### src/sv/ita_pkg.sv
// Shared types, codes and helpers for the integer-to-ASCII formatter.
// No dependencies.
package ita_pkg;

  localparam int MAG_W  = 64;
  localparam int DIG_N  = 16;
  localparam int CNT_W  = 5;

  localparam logic [1:0] KIND_SDEC = 2'd0;
  localparam logic [1:0] KIND_SHEX = 2'd1;
  localparam logic [1:0] KIND_PTR  = 2'd2;
  localparam logic [1:0] KIND_UDEC = 2'd3;

  localparam logic [7:0] CH_MINUS = 8'h2d;
  localparam logic [7:0] CH_ZERO  = 8'h30;
  localparam logic [7:0] CH_X     = 8'h78;
  localparam logic [7:0] CH_A_OFS = 8'h57;

  // 2^35 / 10, rounded up; exact quotient for any 32-bit dividend
  localparam logic [31:0] RECIP10 = 32'hCCCCCCCD;

  typedef enum logic [1:0] {
    PRE_NONE,
    PRE_MINUS,
    PRE_ZERO,
    PRE_X
  } pre_t;

  typedef enum logic [1:0] {
    BS_IDLE,
    BS_CONV,
    BS_EMIT
  } back_state_t;

  typedef struct packed {
    logic [MAG_W-1:0] mag;
    logic             hex;
    pre_t             pre;
  } entry_t;

  function automatic logic [7:0] digit_char(input logic [3:0] d);
    logic [7:0] c;
    if (d < 4'd10) begin
      c = CH_ZERO + {4'b0, d};
    end else begin
      c = CH_A_OFS + {4'b0, d};
    end
    return c;
  endfunction

endpackage

### src/sv/ita_ifs.sv
// Valid/ready channel interfaces for the formatter's input and result sides.
// Depends on nothing.
interface ita_in_if;
  logic        valid;
  logic        ready;
  logic [1:0]  kind;
  logic [63:0] value;
  modport source (output valid, kind, value, input ready);
  modport sink   (input valid, kind, value, output ready);
endinterface


### src/sv/ita_front.sv
// Front end: takes input transfers, works out sign, magnitude, base and
// prefix, and holds up to two classified entries. Uses ita_pkg, ita_in_if.
module ita_front (
  input  logic            clk,
  input  logic            rst_n,
  ita_in_if.sink          in_ch,
  output logic            deq_valid,
  input  logic            deq_ready,
  output ita_pkg::entry_t deq_entry
);

  ita_pkg::entry_t q_r [2];
  logic            wr_ptr_r, wr_ptr_nxt;
  logic            rd_ptr_r, rd_ptr_nxt;
  logic [1:0]      fill_r, fill_nxt;

  ita_pkg::entry_t cls;
  logic [31:0]     low;
  logic            neg;
  logic            push, pop;

  always_comb begin
    low = in_ch.value[31:0];
    neg = low[31] && ((in_ch.kind == ita_pkg::KIND_SDEC) || (in_ch.kind == ita_pkg::KIND_SHEX));
    cls.hex = (in_ch.kind == ita_pkg::KIND_SHEX) || (in_ch.kind == ita_pkg::KIND_PTR);
    if (in_ch.kind == ita_pkg::KIND_PTR) begin
      cls.mag = in_ch.value;
      cls.pre = ita_pkg::PRE_ZERO;
    end else if (neg) begin
      cls.mag = {32'b0, (~low) + 32'd1};
      cls.pre = ita_pkg::PRE_MINUS;
    end else begin
      cls.mag = {32'b0, low};
      cls.pre = ita_pkg::PRE_NONE;
    end
  end

  assign in_ch.ready = (fill_r != 2'd2);
  assign push        = in_ch.valid && in_ch.ready;
  assign deq_valid   = (fill_r != 2'd0);
  assign pop         = deq_valid && deq_ready;
  assign deq_entry   = q_r[rd_ptr_r];

  always_comb begin
    wr_ptr_nxt = push ? ~wr_ptr_r : wr_ptr_r;
    rd_ptr_nxt = pop  ? ~rd_ptr_r : rd_ptr_r;
    fill_nxt   = fill_r + {1'b0, push} - {1'b0, pop};
  end

  always_ff @(posedge clk) begin
    if (!rst_n) begin
      wr_ptr_r <= 1'b0;
      rd_ptr_r <= 1'b0;
      fill_r   <= 2'd0;
    end else begin
      wr_ptr_r <= wr_ptr_nxt;
      rd_ptr_r <= rd_ptr_nxt;
      fill_r   <= fill_nxt;
    end
  end

  always_ff @(posedge clk) begin
    if (push) begin
      q_r[wr_ptr_r] <= cls;
    end
  end

endmodule

### src/flat_wrapper.sv
// flat-port wrapper written by rule: the top's interface ports become plain ports
module ita_front_flat 
  (clk, rst_n, deq_valid, deq_ready, deq_entry, in_ch_valid, in_ch_kind, in_ch_value, in_ch_ready);
  ita_in_if in_ch_i ();
  input  logic clk;
  input  logic rst_n;
  output logic deq_valid;
  input  logic deq_ready;
  output ita_pkg::entry_t deq_entry;
  input wire logic [$bits(in_ch_i.valid)-1:0] in_ch_valid;
  input wire logic [$bits(in_ch_i.kind)-1:0] in_ch_kind;
  input wire logic [$bits(in_ch_i.value)-1:0] in_ch_value;
  output wire logic [$bits(in_ch_i.ready)-1:0] in_ch_ready;
  assign in_ch_i.valid = in_ch_valid;
  assign in_ch_i.kind = in_ch_kind;
  assign in_ch_i.value = in_ch_value;
  assign in_ch_ready = in_ch_i.ready;
  ita_front u_core (.clk(clk), .rst_n(rst_n), .in_ch(in_ch_i), .deq_valid(deq_valid), .deq_ready(deq_ready), .deq_entry(deq_entry));
endmodule
### config.mk
export PLATFORM = sky130hd
export DESIGN_NAME = ita_front_flat
export DESIGN_NICKNAME = d
export VERILOG_FILES = /design/src/sv/ita_pkg.sv /design/src/sv/ita_ifs.sv /design/src/sv/ita_front.sv /design/src/flat_wrapper.sv
export SDC_FILE = /design/constraint.sdc
export NUM_CORES = 1
export LEC_CHECK = 0
export BUFFER_PORTS_ARGS = -buffer_cell sky130_fd_sc_hd__buf_2
export CAP_MARGIN = 15
export CORE_AREA = 2 2 126 128
export DETAILED_ROUTE_END_ITERATION = 16
export DIE_AREA = 0 0 128 130
export GPL_TIMING_DRIVEN = 0
export HOLD_SLACK_MARGIN = 0.02
export PLACE_DENSITY = 0.61
export SLEW_MARGIN = 5
export SYNTH_ARGS = -nofsm -noshare
export SYNTH_HDL_FRONTEND = slang
export SYNTH_SLANG_ARGS = --single-unit
### constraint.sdc
create_clock -name clk -period 8.95 [get_ports clk]
set_clock_uncertainty 0.15 [all_clocks]
set_input_delay 1.3425 -clock clk [delete_from_list [all_inputs] [get_ports clk]]
set_output_delay 1.3425 -clock clk [all_outputs]
set_load 0.02 [all_outputs]
## Yosys cells after proc, flatten, opt, wreduce, memory -nomap -nowiden

Memory sizes are Yosys's and may differ from the RTL's. A register that Yosys moved wholly into a read port is not among the register bits.
Index checks and enable logic that the tools add are counted.
Widths: inputs -> output; s select.

- Bits in registers: 4
- Latch bits: 0
- Memory bits (writable): 134
- ROM bits: 0
- Input bits: 70
- Memories kept: 1

Memory list:

| memory | words | width | rd ports | clocked after Yosys merged registers in | wr ports | RTL line | source |
|---|---|---|---|---|---|---|---|
| u_core.q_r | 2 | 67 | 1 | 1 | 1 | ita_front.sv:12 | `ita_pkg::entry_t q_r [2];` |

- $add $sub $neg: 3
- Multipliers: 0
- Divide/modulo/power cells: 0
- $lt $le $gt $ge: 0
- Equality and inequality tests: 3
- Shifts and indexed selects: 0
- Multiplexer cells: 8
- Bitwise operators: 3
- Reductions and logical operators: 7

Operator list:

| kind | number |
|---|---|
| $mux 64 | 1 |
| $add 32x1->32 const B | 1 |
| $mux 32 | 1 |
| $not 32->32 | 1 |
| $mux 1 | 5 |
| $logic_and 1x1->1 | 3 |
| $add 2x1->2 | 1 |
| $eq 2x1->1 const B | 1 |
| $eq 2x2->1 const B | 1 |
| $logic_not 2->1 | 1 |
| $logic_or 1x1->1 | 2 |
| $mux 2 | 1 |
| $ne 2x2->1 const B | 1 |
| $not 1->1 | 2 |
| $reduce_bool 2->1 | 1 |
| $sub 2x1->2 | 1 |

## Longest topological paths before layout

Gate-level depths: netlist of the first run.

- Word-level depth: 5
- Mapped depth: 8

## Least setup slack after synthesis of the first run

OpenSTA, ideal clock, no wires.

- Path kind: input port to flip-flop
- From: input in_ch_valid
- To: memory u_core.q_r[0][0] in the netlist's numbering, enable pin
- Setup time: 0.494 ns
- Arrival: 4.246 ns
- Required time: 8.306 ns
- Path slack: 4.060 ns
- Stages: 2
- Cells stage by stage: nand2_1 -> nor2_1

- Longest elaborated chain between the ends: 3

RTL lines:

| element | RTL line | source |
|---|---|---|
| start: declaration | flat_wrapper.sv:10 | `input wire logic [$bits(in_ch_i.valid)-1:0] in_ch_valid;` |
| $logic_and 1x1->1 | ita_front.sv:39 | `assign push = in_ch.valid && in_ch.ready;` |
| $mux 1 | ita_front.sv:63 | `if (push) begin` |
| $mux 1 (implied by the code) | ita_front.sv:64 | `q_r[wr_ptr_r] <= cls;` |
| end: declaration | ita_front.sv:12 |  |

Every way passes these cells.

==> metrics.yaml, run 1 <==
outcome: "complete, no violations"
final_antenna_net_count: 0
crit_family: "buffers and inverters"
layout.nets: 616
cp_data_required_time_ns: 7.46
crit_fanout: 10
synth_area_per_cell_sq_um: 15.7
clockBufferDepth: 2
power_frac_clock_pct: 31.2
routed_wl_mm: 12.1
path_common_cell: "clkbuf_1"
routedWlPerCell_um: 16.3
timing.final.hold_violations: 0
core_sq_mm: 0.0154
die_y_um: 130
setup_viol: 0
synth_fp_nets: 456
hold_buffers: 0
synth-edff-count: 134
fin_crit_sh_pct: 42.9
leakagePower_uw: 0.00291
grt_first_pass_wirelength_mm: 18.8
clock_latency_ns: 0.42
crit_type: "reg2out"
utilization_pct: 49.0
netlist_area_sq_mm: 0.00598
post_drt_via_cell_ratio: 4.81
drc: 0
yosysWarnings: 0
yosys.area.top_type: "edfxtp_1"
slew_viol_final: 0
fin_setup_tns_ns: 0
min_path_type: "reg2reg"
reg2reg_slack_ns: 6.96
relSlewSlack_pct: 54.8
synth.distinct_cells: 33
area_growth_pct: 26.3
grt_overflow: 0
synthFlopType: "edfxtp_1"
die_x_um: 128
antenna_found_initial: 0
grt_pass1_vias: 3745
p_seq_share_pct: 40.4
clock_sinks: 139
io_buffers: 138
critPathLaunchType: "flip-flop"
cts_made_buffers: 17
worstPathArrival_ns: 2.35
crit_path_max_incr_delay_ns: 0.51
rows: 46
place_congestion: 0.793
max_freq_mhz: 260
postCtsSetupRepairBufs: 0
synthArstFlopShare_pct: 0
synthCells: 380
cts_tree: "built"
synth_seq_cells: 139
path_clk_slew_ns: 0.06
p_switching_uw: 628
rsz0062_at_grt: "no"
yosysSeqAreaShare_pct: 68.9
n_antenna_cell: 0
num_vias: 3585
hpwl_mm: 8.51
cp_cell_sequence: "clkbuf_1 > clkbuf_1 > mux2_2 > buf_2"
netlist.area_leader.share_pct: 67.3
ctsResizeCount: 0
p_sw_share_pct: 29.7
cts_root_buffer: "clkbuf_16"
slowest_stage: "clkbuf_1"
worst_pin_slew_ns: 0.677
vdd_drop_max_mv: 0.158
critPathCaptureType: "output port"
drt-pass1-iter-count: 4
start_util_pct: 38.8
max-cap-violations: 0
intPower_uw: 1480
fin_ws_ns: 5.11
die_area_sq_mm: 0.0166
h-tree-depth: 4
fin_crit_ns: 3.84
pin_count: 139
critPathBufInv: 3
drt-initial-drc-count: 165
dp_slack_ns: 5.19
drive_gt1_share_pct: 44.3
comb_power_share_pct: 28.5
grt_usage_pct: 15.0
power.density_mw_per_mm2: 279
synthTopCellsByArea: "edfxtp_1, mux2_2, and2_1"
grt_max_degree: 38
## path summary, 6_finish.rpt
check,from,end,depth (start not counted)
setup / recovery,flip-flop,deq_entry[57],4
hold / removal,u_core.rd_ptr_r,u_core.rd_ptr_r,2
setup reg to reg,u_core.fill_r[1],u_core.fill_r[1],8
hold reg to reg,u_core.rd_ptr_r,u_core.rd_ptr_r,2
## synth_stat cells, types with 4 or more instances
library cell  number
edfxtp_1         134
mux2_2            67
and2_1            36
xor2_1            18
nor2_1            14
xnor2_1           14
inv_1             12
a21oi_1           11
clkbuf_1          10
nand2_1            7
a31oi_1            6
ha_1               6
nor3_1             6
dfxtp_1            5
nor2b_1            4
nor4_1             4
o21ai_0            4
## final cells by class
class / instances / area (sq um)
plain buffers: 14 / 56.3
multi-input cells: 215 / 1770
clock inverters: 7 / 67.6
fillers: 1377 / 7870
clock buffers: 25 / 495
inverters: 12 / 45.0
well taps: 192 / 240
repair buffers: 141 / 758
flip-flops and latches: 139 / 4120
## through the flow
stage                     instance area, sq um  std cells  hold WS (ns)  total power (uW)
after floorplan                           5980        380         0.354              1270
after global placement                    6910        710         0.370              1470
after detailed placement                  6990        713         0.371              1480
after CTS                                 7560        745         0.391              2140
after global routing                      7560        745         0.456              2210
final                                     7560        745         0.385              2110
## state kept, by name, summed over array words and instances (netlist names), named ones only
signal,count
u_core.fill_r,2
u_core.q_r,134
u_core.rd_ptr_r,1
u_core.wr_ptr_r,1
## cells by family after synthesis
group	Yosys count	share of synthesized area (%)
flip-flops	139	68.9
AND/OR/NAND/NOR	83	8.05
multiplexers	67	12.6
XOR/XNOR	32	4.68
AO/OA/AOI/OAI	27	2.78
buffers and inverters	26	1.69
adder cells (fa/ha/maj)	6	1.25
## per-layer routing
layer	part of all wire (%)	vias to the layer above	track usage [%]
met1	43	1733	17.8
met2	49	106	25.2
met5	0	-	0
met4	1.8	0	6.85
met3	5.9	20	4.55
li1	-	1726	-
## layout by cell type, fill, tap and decap left out, types with 2 or more instances in the layout
cell | netlist | layout
a21oi_1 | 11 | 11
a31oi_1 | 6 | 6
and2_1 | 36 | 36
buf_1 | 3 | 3
buf_12 | 0 | 2
buf_2 | 0 | 138
clkbuf_1 | 10 | 14
clkbuf_16 | 0 | 17
clkbuf_8 | 0 | 4
clkinv_2 | 0 | 3
clkinvlp_4 | 0 | 3
dfxtp_1 | 5 | 5
edfxtp_1 | 134 | 134
ha_1 | 6 | 6
inv_1 | 12 | 12
mux2_2 | 67 | 67
nand2_1 | 7 | 7
nand3_1 | 2 | 2
nor2_1 | 14 | 13
nor2b_1 | 4 | 4
nor3_1 | 6 | 6
nor4_1 | 4 | 4
o21ai_0 | 4 | 4
o31ai_1 | 3 | 3
or2_2 | 2 | 2
xnor2_1 | 14 | 14
xor2_1 | 18 | 18
## power by group through the flow
stage               logic (uW)  registers, uW  clock network [uW]
floorplan                  407            865                   0
global placement           591            875                   0
detailed placement         610            867                   0
CTS                        614            854                 676
global route               650            861                 703
finish                     601            852                 658
## worst reg2reg max path, stage by stage (launching register included)
cell and delay [ns]:
dfxtp_1 0.33, or2_2 0.29, and2_1 0.20, ha_1 0.29, inv_1 0.04, ha_1 0.19
xnor2_1 0.13, xnor2_1 0.12, and2_1 0.15
(Power assumes the default switching activity.)
==> inputs of run 2 (changes only) <==
Settings changed: PLACE_DENSITY 0.61 to 0.64.
Clock period 8.95 ns to 3.4 ns, I/O delays scaled along.
==> run 2 against run 1 <==
  * Flip-flop and latch count did not move
  * Final cell count fell by 0.13%
  * Sequential share of layout area decreased by 0.24 points
  * Clock-buffer cell count shrank 6
  * Die area unchanged
  * Design area grew 0.45%
  * Global-route usage is 0.16 points lower
  * Routed wire length fell by 2.0%
  * Combinational power increased to 2.6 times the previous value
  * Critical path type unchanged
  * Highest routed layer unchanged
==> metrics.yaml, run 2 (synthesis results as in run 1) <==
slowest_stage: "clkbuf_1"
area_growth_pct: 26.9
largest-register: "u_core.q_r"
cp_cell_sequence: "clkbuf_1 > clkbuf_1 > mux2_2 > buf_2"
io_buffers: 138  # unchanged
h-tree-depth: 4  # unchanged
num_vias: 3594  # +0.25%
placed_cells: 713  # unchanged
intPower_uw: 4040  # +170%
p_switching_uw: 1670  # +170%
hpwl_mm: 8.25  # -3.1%
grt_first_pass_wirelength_mm: 18.7  # -0.73%
rows: 46  # unchanged
die_y_um: 130  # unchanged
max_freq_mhz: 331
drt-pass1-iter-count: 4  # unchanged
power_uw: 5710  # +170%
reg2reg_slack_ns: 1.44  # -5.52 ns
crit_type: "reg2out"
die_x_um: 128  # unchanged
cts_made_buffers: 17  # unchanged
power_frac_clock_pct: 33.1  # +1.9 points
layout.nets: 616  # unchanged
cts_root_buffer: "clkbuf_16"
cp.depth: 4  # unchanged
hold_depth: 1  # -1
fin_cells: 744  # -0.13%
fin_hold_ws_ns: 0.194  # -0.191 ns
post_drt_via_cell_ratio: 4.83  # +0.39%
leakagePower_uw: 0.00293  # +0.69%
critPathCaptureType: "output port"
antenna_found_initial: 0  # unchanged
outcome: "complete, no violations"
dp_slack_ns: 0.448  # -4.74 ns
vdd_drop_max_mv: 0.368  # +130%
core_sq_mm: 0.0154  # unchanged
grt_pass1_vias: 3805  # +1.6%
worstPathArrival_ns: 2.36  # about the same
final_common_cell: "buf_2"
p_sw_share_pct: 29.2  # -0.54 points
r2r-end: "u_core.fill_r[1]"
hp-start: "in_ch_value[0]"
p_seq_share_pct: 39.3  # -1.1 points
crit_family: "buffers and inverters"
fin_setup_tns_ns: 0  # unchanged
place_congestion: 0.766  # -3.4%
setup_viol: 0  # unchanged
n_antenna_cell: 0  # unchanged
cp_data_required_time_ns: 2.74  # -4.72 ns
fillers: 1360  # -1.2%
relSlewSlack_pct: 55.2  # +0.42 points
slew_viol_final: 0  # unchanged
grt_usage_pct: 14.8  # -0.16 points
seqCellArea_sq_mm: 0.00412  # unchanged
drt-initial-drc-count: 254  # +54%
top_regs: "u_core.q_r x134, u_core.fill_r x2"
routedWlPerCell_um: 16.0  # -1.9%
path_clk_slew_ns: 0.06  # about the same
comb_power_share_pct: 27.6  # -0.9 points
grt_overflow: 0  # unchanged
crit_end: "deq_entry[62]"
largest_reg_flops: 134  # unchanged
rr_worst_depth: 8  # unchanged
pin_count: 139  # unchanged
reg2reg_from: "u_core.fill_r[1]"
fin_crit_sh_pct: 88.8
grt_max_degree: 38  # unchanged
worst_pin_slew_ns: 0.672  # -0.00465 ns
ctsResizeCount: 0  # unchanged
fin_ws_ns: 0.379  # -4.73 ns
drive_gt1_share_pct: 44.2  # -0.10 points
critPathLaunchType: "flip-flop"
min_path_type: "in2reg"
cts_tree: "built"
crit_fanout: 10  # unchanged
timing.final.hold_violations: 0  # unchanged
die_area_sq_mm: 0.0166  # unchanged
max-cap-violations: 0  # unchanged
power.density_mw_per_mm2: 752  # +170%
layout_common_cells: "buf_2, edfxtp_1, mux2_2, and2_1, xor2_1"
final_antenna_net_count: 0  # unchanged
crit_path_max_incr_delay_ns: 0.51  # about the same
critPathBufInv: 3  # unchanged
hold_buffers: 0  # unchanged
rsz0062_at_grt: "no"
clockBufferDepth: 2  # unchanged
clock_latency_ns: 0.40  # -0.02 ns
multi_input_area_sq_mm: 0.00177  # unchanged
routed_wl_mm: 11.9  # -2.0%
postCtsSetupRepairBufs: 0  # unchanged
clock_sinks: 139  # unchanged
start_util_pct: 38.8  # unchanged
path_common_cell: "clkbuf_1"
drc: 0  # unchanged
fin_crit_ns: 3.02
-- run 2: changes by cell type in the layout (fill, tap and decap cells not counted), sizes merged --
cell | before | now
clkinvlp | 3 | 1
clkinv | 3 | 5
clkbuf | 35 | 29
inv | 12 | 14
bufinv | 1 | 4
-- run 2: power by group through the flow --
stage	registers [uW]	clock network [uW]	logic (uW)
2_1_floorplan	2270	0	1070
3_3_place_gp	2290	0	1550
3_5_place_dp	2280	0	1600
4_1_cts	2250	1940	1610
5_1_grt	2270	2020	1700
6_report	2240	1890	1570
-- run 2: worst register-to-register path: cells and delay by family (launching register included) --
family                   cells  cell delay [ns]
buffers and inverters        1             0.04
flip-flops                   1             0.33
adder cells (fa/ha/maj)      2             0.47
XOR/XNOR                     2             0.25
AND/OR/NAND/NOR              3             0.61
-- run 2: how the worst min path moves through the flow --
stage                        to  slack (ns)
2_1_floorplan         flip-flop        0.35
3_3_place_gp    u_core.rd_ptr_r        0.37
3_5_place_dp    u_core.rd_ptr_r        0.39
4_1_cts        u_core.q_r[1][3]        0.17
5_1_grt        u_core.q_r[0][3]        0.19
6_report       u_core.q_r[1][3]        0.19
-- run 2: layout make-up --
| class | count | area share [%] |
|---|---|---|
| buffer | 14 | 0.742 |
| clock buffer | 19 | 5.70 |
| clock inverter | 12 | 2.26 |
| inverter | 12 | 0.593 |
| multi-input combinational | 215 | 23.3 |
| sequential | 139 | 54.3 |
| tap | 192 | 3.16 |
| timing repair buffer | 141 | 9.89 |
-- run 2: metrics by stage --
| step | cell area (sq um) | utilization, % |
|---|---|---|
| floorplan | 5990 | - |
| global route | 7590 | 49.2 |
| global placement | 6920 | 44.8 |
| CTS | 7590 | 49.2 |
| finish | 7590 | 49.2 |
| detailed placement | 6990 | 45.3 |
-- run 2: layer usage --
metal / wire length, um / up-vias / GRT usage, %
met5: 0 / - / 0
met4: 72 / 0 / 4.78
met3: 775 / 7 / 4.88
met2: 5840 / 115 / 24.9
met1: 5190 / 1742 / 18.2
li1: - / 1730 / -
